--- config.mk ---
export PLATFORM = sky130hd
export DESIGN_NAME = pccal_div
export DESIGN_NICKNAME = d
export VERILOG_FILES = /design/src/hdl/pccal_pkg.sv /design/src/hdl/pccal_div.sv
export SDC_FILE = /design/constraint.sdc
export NUM_CORES = 1
export LEC_CHECK = 0
export ABC_AREA = 0
export ABC_CLOCK_PERIOD_IN_PS = 3500
export CORE_MARGIN = 2
export CORE_UTILIZATION = 61
export DETAILED_ROUTE_END_ITERATION = 6
export DONT_BUFFER_PORTS = 1
export HOLD_SLACK_MARGIN = 0.1
export PLACE_DENSITY = 0.77
export SLEW_MARGIN = 10
export SYNTH_ARGS = -nofsm -noshare
export SYNTH_HDL_FRONTEND = slang
export SYNTH_SLANG_ARGS = --single-unit
--- constraint.sdc ---
create_clock -name clk -period 3.5 [get_ports clk]
set_clock_uncertainty 0.05 [all_clocks]
set_input_delay 0.175 -clock clk [delete_from_list [all_inputs] [get_ports clk]]
set_output_delay 0.175 -clock clk [all_outputs]
set_load 0.03 [all_outputs]
--- src/hdl/pccal_pkg.sv ---
// Shared constants and types for the per-channel polynomial calibration block.
// Depends on nothing; the datapath modules and the top level import it.
package pccal_pkg;

    // Data path widths fixed by the Q16.16 format.
    localparam int DATA_W  = 32;
    localparam int FRAC_W  = 16;
    localparam int TERMS_W = 4;
    localparam int DIVD_W  = 49;
    localparam int STEP_W  = 6;
    localparam int DIV_STEPS = 49;

    // Command codes.
    localparam logic [2:0] CMD_WRITE = 3'd0;
    localparam logic [2:0] CMD_CLEAR = 3'd1;
    localparam logic [2:0] CMD_POLY  = 3'd2;
    localparam logic [2:0] CMD_POS   = 3'd3;
    localparam logic [2:0] CMD_THR   = 3'd4;
    localparam logic [2:0] CMD_READ  = 3'd5;

    // Status codes.
    localparam logic [1:0] ST_OK      = 2'd0;
    localparam logic [1:0] ST_MISSING = 2'd1;
    localparam logic [1:0] ST_TERMS   = 2'd2;
    localparam logic [1:0] ST_SAT     = 2'd3;

    typedef logic signed [DATA_W-1:0] q16_t;

endpackage

--- src/hdl/pccal_div.sv ---
// Restoring divider, one quotient bit per cycle, unsigned magnitudes.
// Depends on pccal_pkg for widths and the step count.
module pccal_div (
    input  logic                              clk,
    input  logic                              rst_n,
    input  logic                              start,
    input  logic [pccal_pkg::DIVD_W-1:0]      dividend,
    input  logic [pccal_pkg::DATA_W-1:0]      divisor,
    output logic                              done,
    output logic [pccal_pkg::DIVD_W-1:0]      quotient
);
    import pccal_pkg::*;

    logic [STEP_W-1:0] cnt_reg, cnt_next;
    logic              done_reg, done_next;
    logic [DATA_W-1:0] rem_reg, rem_next;
    logic [DIVD_W-1:0] dvd_reg, dvd_next;
    logic [DATA_W-1:0] dsr_reg, dsr_next;
    logic [DATA_W:0]   shifted;
    logic [DATA_W:0]   diff;
    logic              fits;

    // One trial subtraction of the shifted remainder.
    always_comb
    begin
        shifted = {rem_reg, dvd_reg[DIVD_W-1]};
        diff    = shifted - {1'b0, dsr_reg};
        fits    = (shifted >= {1'b0, dsr_reg});
        cnt_next  = cnt_reg;
        done_next = 1'b0;
        rem_next  = rem_reg;
        dvd_next  = dvd_reg;
        dsr_next  = dsr_reg;
        if (start)
        begin
            cnt_next = STEP_W'(DIV_STEPS);
            rem_next = '0;
            dvd_next = dividend;
            dsr_next = divisor;
        end
        else if (cnt_reg != '0)
        begin
            rem_next  = fits ? diff[DATA_W-1:0] : shifted[DATA_W-1:0];
            dvd_next  = {dvd_reg[DIVD_W-2:0], fits};
            cnt_next  = cnt_reg - 1'b1;
            done_next = (cnt_reg == STEP_W'(1));
        end
    end

    // Step counter and done strobe.
    always_ff @(posedge clk or negedge rst_n)
    begin
        if (!rst_n)
        begin
            cnt_reg  <= '0;
            done_reg <= 1'b0;
        end
        else
        begin
            cnt_reg  <= cnt_next;
            done_reg <= done_next;
        end
    end

    // Working registers.
    always_ff @(posedge clk)
    begin
        rem_reg <= rem_next;
        dvd_reg <= dvd_next;
        dsr_reg <= dsr_next;
    end

    assign done     = done_reg;
    assign quotient = dvd_reg;

endmodule

# [After elaboration in Yosys (flattened, before gate mapping)]
# Index checks and enable logic that the tools add are counted.
[word_totals] register_bits=120 input_bits=84 out_inout_bits=50
[classes] n_addsub=2 order_cmp=1 n_eq_ne=1 mux=7 reduce_logical=2
[op_table] operator="$mux 49" count=2
[op_table] operator="$ge 33x32->1" count=1
[op_table] operator="$mux 32" count=1
[op_table] operator="$sub 32x32->32" count=1
[op_table] operator="$mux 6" count=2
[op_table] operator="$eq 6x1->1 const B" count=1
[op_table] operator="$reduce_bool 6->1" count=1
[op_table] operator="$sub 6x1->6 const B" count=1
[op_table] operator="$mux 1" count=2
[op_table] operator="$reduce_bool 2->1" count=1

# [Depth between registers and ports, before layout]
[logic_depth] depth_word=3 mapped_depth=13 mapped_depth_nobuf=11

# [Worst setup path before layout]
# OpenSTA, ideal clock, no wires.
[synth_path] path_type="reg-to-reg" start="register dvd_reg[48] (netlist: quotient[48])" end="register rem_reg[26]" setup_ns=0.062 arrival_time_ns=2.781 required_time_ns=3.388 slack_ns=0.607 path_stages_with_launch=12 synth_period_minus_slack_ns=2.893 cell_sequence="edfxtp_1 inv_1 ha_1 fa_1 nor2b_1 o21bai_1 a2111oi_0 nor4_1 o21ai_0 a21oi_1 or4_1 nand3_1"
[synth_via] elab_chain_len=2
[synth_lines] element="start: declaration" line_no="pccal_div.sv:17" rtl="logic [DIVD_W-1:0] dvd_reg, dvd_next;"
[synth_lines] element="start signal: assignment" line_no="pccal_div.sv:69" rtl="dvd_reg <= dvd_next;"
[synth_lines] element="$sub 32x32->32 / $ge 33x32->1 (equally long branches)" line_no="pccal_div.sv:27, pccal_div.sv:28"
[synth_lines] element="$mux 32 (*)" line_no="pccal_div.sv:43" rtl="rem_next = fits ? diff[DATA_W-1:0] : shifted[DATA_W-1:0];"
[synth_lines] element="end signal: assignment" line_no="pccal_div.sv:68" rtl="rem_reg <= rem_next;"
[synth_lines] element="end: declaration" line_no="pccal_div.sv:16" rtl="logic [DATA_W-1:0] rem_reg, rem_next;"
# Mark *: on every way between the ends. The rest lies on a longest branch, timed or not.
# A chain may end at the register's enable or synchronous reset.

# [Worst setup path after layout]
[layout_path] start="register dsr_reg[28]" end="register rem_reg[11]"
[layout_via] elab_chain_len=2
[layout_lines] element="start: declaration" line_no="pccal_div.sv:18" rtl="logic [DATA_W-1:0] dsr_reg, dsr_next;"
[layout_lines] element="start signal: assignment" line_no="pccal_div.sv:70" rtl="dsr_reg <= dsr_next;"
[layout_lines] element="$ge 33x32->1" line_no="pccal_div.sv:28" rtl="fits = (shifted >= {1'b0, dsr_reg});"
[layout_lines] element="$mux 32" line_no="pccal_div.sv:43"
# Every way passes these cells.

==> reports/qor.yml <==
status:
  status: "finished clean"
global_route:
  track_usage: 0.313
  grt_max_degree: 115
  top_usage_layer: "met2"
  use_met2: 0.539
  grt_overflow: 0
  grt_use_met3: 0.0901
  met1_usage: 0.364
  grt_pass1_vias: 5598
  grt_pass1_wl_um: 28100
  antenna_found_initial: 0
critical_path:
  critPathCaptureType: "flip-flop"
  r2r-start: "dsr_reg[28]"
  start_kind: "flip-flop"
  timing.rr.end: "rem_reg[11]"
  cp_top_family: "compound AO/OA/AOI/OAI gates"
  crit_fanout: 13
  crit_buf_inv: 2
  worstPathArrival_ns: 3.48
  worstSetupPathType: "flip-flop to flip-flop"
  ff2ff_path_depth: 11
  cp_slowest_stage_delay_ns: 0.52
  crit_required_ns: 3.88
  crit_slowest_cell: "a211oi_1"
  path_cells: "inv_1 -> ha_1 -> and2_1 -> a211oi_1 -> a21oi_1 -> nor2_1 -> a31o_4 -> and2_1 -> buf_4 -> nand2_1 -> a311oi_1"
  r2r_setup_slack_ns: 0.39
  path_common_cell: "and2_1"
cells_and_area:
  antennaDiodeCount: 0
  drive_above_1_share: 0.135
  nets: 846
  area_growth_pct: 23.1
  final_cells: 880
  largest_reg_flops: 49
drt:
  routed_via_density: 6.24
  routedWlPerCell_um: 20.2
  postRouteAntennaNets: 0
  vias: 5495
  dr.pass1.iters: 5
  wirelength_um: 17700
  route.detailed.drc: 0
  drt-initial-drc-count: 437
clocking:
  cts_tree: "yes"
  insertion_delay_ns: 0.54
  clk_pin_slew_worst_paths_ns: 0.05
  numCtsBuffers: 17
  clockBufferDepth: 2
  htree_levels: 4
  cts_root_buf: "clkbuf_8"
  cts.sink_count: 120
die:
  fp.dieW_um: 109
  core-area_um2: 10800
  die_area_um2: 11900
  num_rows: 38
  initial_core_util: 0.624
  io_pins: 134
  die_h_um: 109
timing:
  layout_setup_ws_ns: 0.394
  whs_ns: 0.216
  finalCritPeriodShare: 0.887
  period_needed_ns: 3.11
  rsz0062_at_grt: "no"
  slew-limit-headroom: 0.300
  drv_slew: 0
  finalSetupTns_ns: 0
  setup_violations: 0
  hold_violations: 0
  worstMarginPinSlew_ns: 1.05
  fmax_ghz: 0.322
logic_synthesis:
  synth_edf_count: 81
  synthesis.area_um2: 6770
  yosys_warnings: 0
  yosysSeqAreaShare: 0.480
  synth_cell_types: 65
  ys_seq_elements: 120
  synth_ff_type: "edfxtp_1"
  avgSynthCellArea_um2: 10.6
  syn_inst: 641
  syn_nets: 760
  synthArstFlopShare: 0.0583
min_path:
  hold_path_end: "dsr_reg[11]"
  min_path_cells: 1
  min_from: "divisor[11]"
  hold_class: "input pin to flip-flop"
placed_design:
  portBuffers: 0
  dp_cells: 763
  place_ws_ns: 0.470
  gp_congestion: 1.01
  dp_hpwl_um: 10400
pwr:
  power.total_w: 0.00395
  p_leak_nw: 3.42
  powerDensity_nw_per_um2: 475
  ir_drop_uv: 538
flow_run:
  max_cap_viol_count: 0
logic make-up after synthesis:
group           synth area share
compound gates             0.161
xor+xnor                  0.0337
fa+ha+maj                 0.0658
buf+inv                   0.0448
flops                      0.480
mux                       0.0860
simple gates               0.128
synthesized netlist by cell type (all sizes together), types with 13 or more instances:
library cell  instances  area share
nand2                68       0.038
inv                  41       0.023
a21oi                33       0.025
a311oi               21       0.028
buf                  18       0.015
xnor2                13       0.017
ha                   34       0.063
nor2                 48       0.027
a21o                 17       0.019
xor2                 13       0.017
dfxtp                32       0.095
o21ai                19       0.014
edfxtp               81        0.36
mux2                 49       0.082
stage by stage:
stage           util  instance area, um2
5_1_grt        0.768                8330
4_1_cts        0.768                8330
3_5_place_dp   0.635                6880
6_report       0.768                8330
3_3_place_gp   0.635                6880
2_1_floorplan      -                6770
routing by layer:
metal  up-vias  share of wire
met2       265           0.51
met5         -              0
met4         0          0.028
met3        48          0.074
li1       2560              -
met1      2622           0.39
power breakdown:
part,switching [W],internal [W],leakage [nW]
combinational,0.000204,0.000200,1.97
clock,0.000656,0.00108,0.275
sequential,0.000184,0.00163,1.18
final cells by class:
class,instances,area (um2)
sequential,120,3250
multi-input combinational,450,3210
fill,719,2510
timing repair buffer,97,958
clock buffer,19,422
tap,140,175
clock inverter,13,154
inverter,41,154
what timing repair did:
item / in CTS / in global routing
gates resized for setup: 0 / 0
endpoints found under the hold margin: 158 / 0
hold buffers: 85 / 0
setup endpoints to repair: 0 / 0
setup buffers: 0 / 0
how the worst max path moves through the flow:
stage,startpoint,to,slack [ns],cells past startpoint
after global placement,dsr_reg[28],rem_reg[12],0.55,11
final,dsr_reg[28],rem_reg[11],0.39,11
after floorplan,quotient[48],rem_reg[26],0.61,11
after detailed placement,dsr_reg[28],rem_reg[11],0.47,11
after global routing,dsr_reg[27],rem_reg[11],0.18,11
after CTS,dsr_reg[28],rem_reg[11],0.42,11
layout by cell type, fill, tap and decap left out, types with 8 or more instances in the layout:
cell type,netlist,final
nor2_1,46,46
xor2_1,13,13
a21oi_1,32,32
nor3_1,11,11
clkbuf_16,0,16
dfxtp_1,32,32
a311oi_1,20,20
a211oi_1,12,12
edfxtp_1,81,81
nand4_1,8,8
nand3_1,11,11
dlygate4sd3_1,0,84
o21ai_0,16,16
inv_1,41,40
buf_4,1,12
a21o_1,17,17
nand2_1,68,68
xnor2_1,13,13
ha_1,34,34
mux2_2,49,49
No activity file was read; power rests on OpenSTA's default activity.
