===== config.mk =====
export PLATFORM = sky130hd
export DESIGN_NAME = pccal_mul
export DESIGN_NICKNAME = d
export VERILOG_FILES = /design/src/hdl/pccal_pkg.sv /design/src/hdl/pccal_mul.sv
export SDC_FILE = /design/constraint.sdc
export NUM_CORES = 2
export LEC_CHECK = 0
export BUFFER_PORTS_ARGS = -buffer_cell sky130_fd_sc_hd__buf_4
export CELL_PAD_IN_SITES_DETAIL_PLACEMENT = 1
export CELL_PAD_IN_SITES_GLOBAL_PLACEMENT = 2
export CORE_ASPECT_RATIO = 0.6
export CORE_MARGIN = 2
export CORE_UTILIZATION = 39
export DETAILED_ROUTE_END_ITERATION = 10
export PLACE_DENSITY_LB_ADDON = 0.2
export RECOVER_POWER = 25
export SYNTH_ARGS = -nofsm -noshare
export SYNTH_HDL_FRONTEND = slang
export SYNTH_SLANG_ARGS = --single-unit
export TNS_END_PERCENT = 5

===== constraint.sdc =====
create_clock -name clk -period 8.5 [get_ports clk]
set_input_delay 1.7 -clock clk [delete_from_list [all_inputs] [get_ports clk]]
set_output_delay 1.7 -clock clk [all_outputs]
set_load 0.05 [all_outputs]

===== src/hdl/pccal_pkg.sv =====
// Shared constants and types for the per-channel polynomial calibration block.
// Depends on nothing; the datapath modules and the top level import it.
package pccal_pkg;

    // Data path widths fixed by the Q16.16 format.
    localparam int DATA_W  = 32;
    localparam int FRAC_W  = 16;
    localparam int TERMS_W = 4;
    localparam int DIVD_W  = 49;
    localparam int STEP_W  = 6;
    localparam int DIV_STEPS = 49;

    // Command codes.
    localparam logic [2:0] CMD_WRITE = 3'd0;
    localparam logic [2:0] CMD_CLEAR = 3'd1;
    localparam logic [2:0] CMD_POLY  = 3'd2;
    localparam logic [2:0] CMD_POS   = 3'd3;
    localparam logic [2:0] CMD_THR   = 3'd4;
    localparam logic [2:0] CMD_READ  = 3'd5;

    // Status codes.
    localparam logic [1:0] ST_OK      = 2'd0;
    localparam logic [1:0] ST_MISSING = 2'd1;
    localparam logic [1:0] ST_TERMS   = 2'd2;
    localparam logic [1:0] ST_SAT     = 2'd3;

    typedef logic signed [DATA_W-1:0] q16_t;

endpackage


===== src/hdl/pccal_mul.sv =====
// Shared signed 32x32 multiplier with a registered full-width product.
// Depends on pccal_pkg for the data width.
module pccal_mul (
    input  logic                clk,
    input  pccal_pkg::q16_t     a,
    input  pccal_pkg::q16_t     b,
    output logic signed [2*pccal_pkg::DATA_W-1:0] product
);
    import pccal_pkg::*;

    logic signed [2*DATA_W-1:0] product_reg;

    // One multiply per cycle, product held for the next stage.
    always_ff @(posedge clk)
    begin
        product_reg <= a * b;
    end

    assign product = product_reg;

endmodule


# Word-level counts from Yosys, hierarchy flattened

Index checks and enable logic that the tools add are counted.

$mul: 1

Operators with widths:

| operator         | count |
|---|---|
| $mul A32 B32 Y64 | 1 |

Flip-flop bits (word level): 64
Output and inout bits: 64
Logic and storage cells: 2
Input bits: 65

# Longest topological paths before layout

Depth in word-level cells: 1
Mapped depth: 28
Mapped depth without buffers: 27

# Least setup slack after synthesis

No wires, ideal clock.

Kind: input-to-reg
Start: input b[2]
End: register product_reg[62] (netlist: product[62])
Required time: 8.428 ns
Library setup time: 0.072 ns
Slack: -0.461 ns
Path buffers: 1
Stages on the path: 24
Arrival time: 8.889 ns
Cells stage by stage: clkbuf_1 nand2_1 inv_1 fa_1 fa_1 fa_1 fa_1 inv_1 fa_1 inv_1 fa_1 inv_1 fa_1 inv_1 fa_1 ha_1 and3_1 nand2_1 or3_1 o22a_1 o211ai_1 a31oi_1 o31ai_1 xor2_1

Longest elaborated chain between the ends: 1

Ends and longest elaborated chain:

| item                 | RTL line        | RTL |
|---|---|---|
| from (decl)          | pccal_mul.sv:6  | `input pccal_pkg::q16_t b,` |
| $mul A32 B32 Y64     | pccal_mul.sv:16 | `product_reg <= a * b;` |
| to (signal assigned) | pccal_mul.sv:16 |  |
| to (decl)            | pccal_mul.sv:11 | `logic signed [2*DATA_W-1:0] product_reg;` |

Every way passes these cells.

# Worst setup path in the final report

Start: input b[15]
End: register product_reg[58] (netlist: product[58])

The elaborated chain is that of the path after synthesis.

==> metrics.log <==
INFO  metric share_of_the_clock_period_used_by_the_worst_path_after_layout = 102%
INFO  metric maxCapViolCount = 0
INFO  metric setup_ws = -0.210 ns
INFO  metric final_layout_size_suffix_gt1_share = 17.9%
INFO  metric antenna_violations_before_repair = 2
INFO  metric run_status = finished with violations
INFO  metric timing.max_slew.rel_slack = 57.1%
INFO  metric grt_use_total = between 20 and 30%
INFO  metric utilization = 47.2%
INFO  metric report.final.hold_viol_count = 0
INFO  metric post_drt_via_cell_ratio = between 4 and 5
INFO  metric synth_enable_flop_cells = 0
INFO  metric worst-endpoint-required = 8.87 ns
INFO  metric htree_levels = 3
INFO  metric rsz_0062_raised_after_global_routing = true
INFO  metric cp-start-kind = input port
INFO  metric io_buffers = 128
INFO  metric clkTransAtPathRegs = 0.11 ns
INFO  metric placeableCoreArea = 94300 µm²
INFO  metric arithmetic_cell_share_of_the_synthesized_area_counting_full_adders_half_adders_and_majority_gates = 64.3%
INFO  metric placementRows = 87
INFO  metric whs_endpoint = product[1]
INFO  metric vias = between 20000 and 30000
INFO  metric finalNetCount = 5688
INFO  metric die_height = ~240 µm
INFO  metric seq_area_frac_synth = 3.44%
INFO  metric final_cell_mix = sky130_fd_sc_hd__fa_1 (1035), sky130_fd_sc_hd__inv_1 (945), sky130_fd_sc_hd__buf_4 (536)
INFO  metric synth_top_family_by_area = adder cells
INFO  metric postSynthRegisterBits = 64
INFO  metric post_synthesis_instance_area = 37200 µm²
INFO  metric synth.mux.area_fraction = 0%
INFO  metric tritoncts = yes
INFO  metric fillCellCount = 10700
INFO  metric synth_compound_area_share = under 10%
INFO  metric asyncSetResetFlopFracSynth = 0%
INFO  metric floorplan.initialDensity = 39.5%
INFO  metric drt_first_iter_violations = between 1500 and 2000
INFO  metric antenna_left = 0
INFO  metric drt_drc_violations_left = 0
INFO  metric parity_gate_share_of_the_synthesized_area_counting_xor_and_xnor_cells = about 1.8%
INFO  metric synth_simple_gate_area_share = between 10% and 20%
INFO  metric fmaxAchievable = 115 MHz
INFO  metric detail_route.wirelength = 131000 µm
INFO  metric worst_slew_pin_slew = roughly 0.64 ns
INFO  metric globalRouteOverflowTotal = 0
INFO  metric layout.cells.most_common = sky130_fd_sc_hd__fa_1
INFO  metric wl_per_cell = 23.3 µm
INFO  metric place_hpwl = 118000 µm
INFO  metric place_congestion = around 0.91
INFO  metric clock_sinks = 64
INFO  metric yosys.cell_types.count = 63
INFO  metric deepest_clock_path_buffer_count = 2
INFO  metric min_delay_path_depth = 4
INFO  metric holdBufCountCts = 0
INFO  metric final_max_slew_viol_count = 0
INFO  metric grt_pass1_vias = 31200
INFO  metric maximum_number_of_pins_on_one_net_before_global_route_repair = 22
INFO  metric cts_inserted_buffers = 9
INFO  metric timing_worst_setup_path_type = input port to flip-flop
INFO  metric global_route_wire_length_before_repair = 204000 µm
INFO  metric worst_setup_path_end_kind = flip-flop
INFO  metric hp-start = a[0]
INFO  metric floorplan.die.width = around 400 µm
INFO  metric yosys_warnings = 0
INFO  metric timing.final.setup_violations = 7
INFO  metric layout-area-overhead-vs-synth = 19.5%
INFO  metric area_of_all_sequential_standard_cells = between 1000 and 1500 µm²
INFO  metric violations = setup timing
INFO  metric number_of_flip_flops_under_the_largest_register_name = 64
INFO  metric ys.flop_type = sky130_fd_sc_hd__dfxtp_1
INFO  metric finalWorstPathRequiredPeriod = 8.71 ns
INFO  metric synth_fp_nets = 5215
INFO  metric area_of_combinational_cells_with_multiple_inputs = 32100 µm²
INFO  metric design.die.area = 98100 µm²
INFO  metric clk_root_buffer_cell = sky130_fd_sc_hd__clkbuf_16
INFO  metric classification_of_the_worst_slack_hold_path = input port to flip-flop
INFO  metric crit_path_max_fanout = 14
INFO  metric drt-pass1-iter-count = 5
INFO  metric synth.avg_cell_area = ~9.6 µm²
INFO  metric synthesized_netlist_cell_count = 3884
INFO  metric critPathArrivalTime = 9.08 ns
INFO  metric io-pin-count = 129
## worst max-delay path: stages
cell and delay, ns:
sky130_fd_sc_hd__buf_4 0.17, sky130_fd_sc_hd__buf_12 0.15, sky130_fd_sc_hd__buf_4 0.16, sky130_fd_sc_hd__and2_1 0.17, sky130_fd_sc_hd__fa_1 0.56, sky130_fd_sc_hd__inv_2 0.08, sky130_fd_sc_hd__fa_1 0.48, sky130_fd_sc_hd__buf_4 0.15
sky130_fd_sc_hd__fa_1 0.50, sky130_fd_sc_hd__inv_2 0.09, sky130_fd_sc_hd__buf_4 0.15, sky130_fd_sc_hd__buf_4 0.13, sky130_fd_sc_hd__fa_1 0.48, sky130_fd_sc_hd__fa_1 0.48, sky130_fd_sc_hd__fa_1 0.56, sky130_fd_sc_hd__inv_1 0.08
sky130_fd_sc_hd__fa_1 0.48, sky130_fd_sc_hd__fa_1 0.54, sky130_fd_sc_hd__inv_1 0.05, sky130_fd_sc_hd__ha_1 0.29, sky130_fd_sc_hd__a21o_1 0.20, sky130_fd_sc_hd__a21o_1 0.17, sky130_fd_sc_hd__a21o_1 0.18, sky130_fd_sc_hd__and2_1 0.19
sky130_fd_sc_hd__or2_2 0.29, sky130_fd_sc_hd__a21o_1 0.21, sky130_fd_sc_hd__a21oi_2 0.20, sky130_fd_sc_hd__xnor2_2 0.17
## logic make-up after synthesis
group	after synthesis
adder cells (fa/ha/maj)	1266
buffers and inverters	1152
AND/OR/NAND/NOR	1134
AO/OA/AOI/OAI	193
XOR/XNOR	75
flip-flops	64
## metrics by stage
stage | TNS, ns | instances | hold WS (ns) | worst slack [ns] | area [µm²]
floorplan | -0.869 | 3884 | 1.83 | -0.259 | 37300
global placement | -23.27 | 5566 | 2.15 | -1.41 | 43300
detailed placement | -25.27 | 5566 | 2.15 | -1.53 | 43300
CTS | -0.637 | 5604 | 1.82 | -0.158 | 44400
global route | -4.63 | 5608 | 1.87 | -0.435 | 44500
finish | -0.987 | 5610 | 1.85 | -0.210 | 44500
## layout make-up
type                            instances  share of cell area, %
Tap cell                             1246                   3.50
Inverter                              952                   8.04
Multi-Input combinational cell       2668                   72.1
Timing Repair Buffer                  662                   12.7
Clock inverter                          7                  0.281
Antenna cell                            2                 0.0112
Clock buffer                            9                  0.506
Sequential cell                        64                   2.88
## how the worst max path moves through the flow
stage          cells past startpoint  start          end
6_report                          28  b[15]  product[58]
4_1_cts                           29  b[24]  product[60]
2_1_floorplan                     27   b[5]  product[60]
3_5_place_dp                      29   a[9]  product[63]
5_1_grt                           30  b[15]  product[63]
3_3_place_gp                      29   a[8]  product[63]
## metal layers
metal | global-route usage (%) | wire length (µm) | vias to the layer above
met3 | 11.4 | 15100 | 58
met2 | 33.9 | 45700 | 804
met4 | 3.29 | 1140 | 2
met5 | 0 | 13 | -
li1 | - | - | 12000
met1 | 47.4 | 68800 | 14500
## cell usage after synthesis (6+ instances only)
| cell | number | area (µm²) |
|---|---|---|
| sky130_fd_sc_hd__inv_1 | 952 | 3570 |
| sky130_fd_sc_hd__xnor2_1 | 53 | 464 |
| sky130_fd_sc_hd__a21oi_1 | 68 | 340 |
| sky130_fd_sc_hd__a21o_1 | 23 | 173 |
| sky130_fd_sc_hd__o21bai_1 | 15 | 113 |
| sky130_fd_sc_hd__nand2b_1 | 9 | 56.3 |
| sky130_fd_sc_hd__dfxtp_1 | 64 | 1280 |
| sky130_fd_sc_hd__and2_1 | 516 | 3230 |
| sky130_fd_sc_hd__nand2_1 | 511 | 1920 |
| sky130_fd_sc_hd__and3_1 | 7 | 43.8 |
| sky130_fd_sc_hd__o21ai_0 | 28 | 140 |
| sky130_fd_sc_hd__fa_1 | 1082 | 21700 |
| sky130_fd_sc_hd__nor2_1 | 42 | 158 |
| sky130_fd_sc_hd__xor2_1 | 22 | 193 |
| sky130_fd_sc_hd__a31oi_1 | 12 | 75.1 |
| sky130_fd_sc_hd__nand4_1 | 7 | 43.8 |
| sky130_fd_sc_hd__ha_1 | 184 | 2300 |
| sky130_fd_sc_hd__clkbuf_1 | 195 | 732 |
| sky130_fd_sc_hd__nor3_1 | 6 | 30.0 |
| sky130_fd_sc_hd__o31ai_1 | 6 | 45.0 |
| sky130_fd_sc_hd__nand3_1 | 15 | 75.1 |
## repair_timing
action / in CTS / in global routing
resized for setup: 134 / 57
buffers inserted: 23 / 4
pin swaps: 51 / 37
setup endpoints to repair: 26 / 25
hold endpoints to repair: 0 / 0
Power is not shown: default switching activity piles up to over one toggle a cycle in this logic, so the estimate is an artifact.
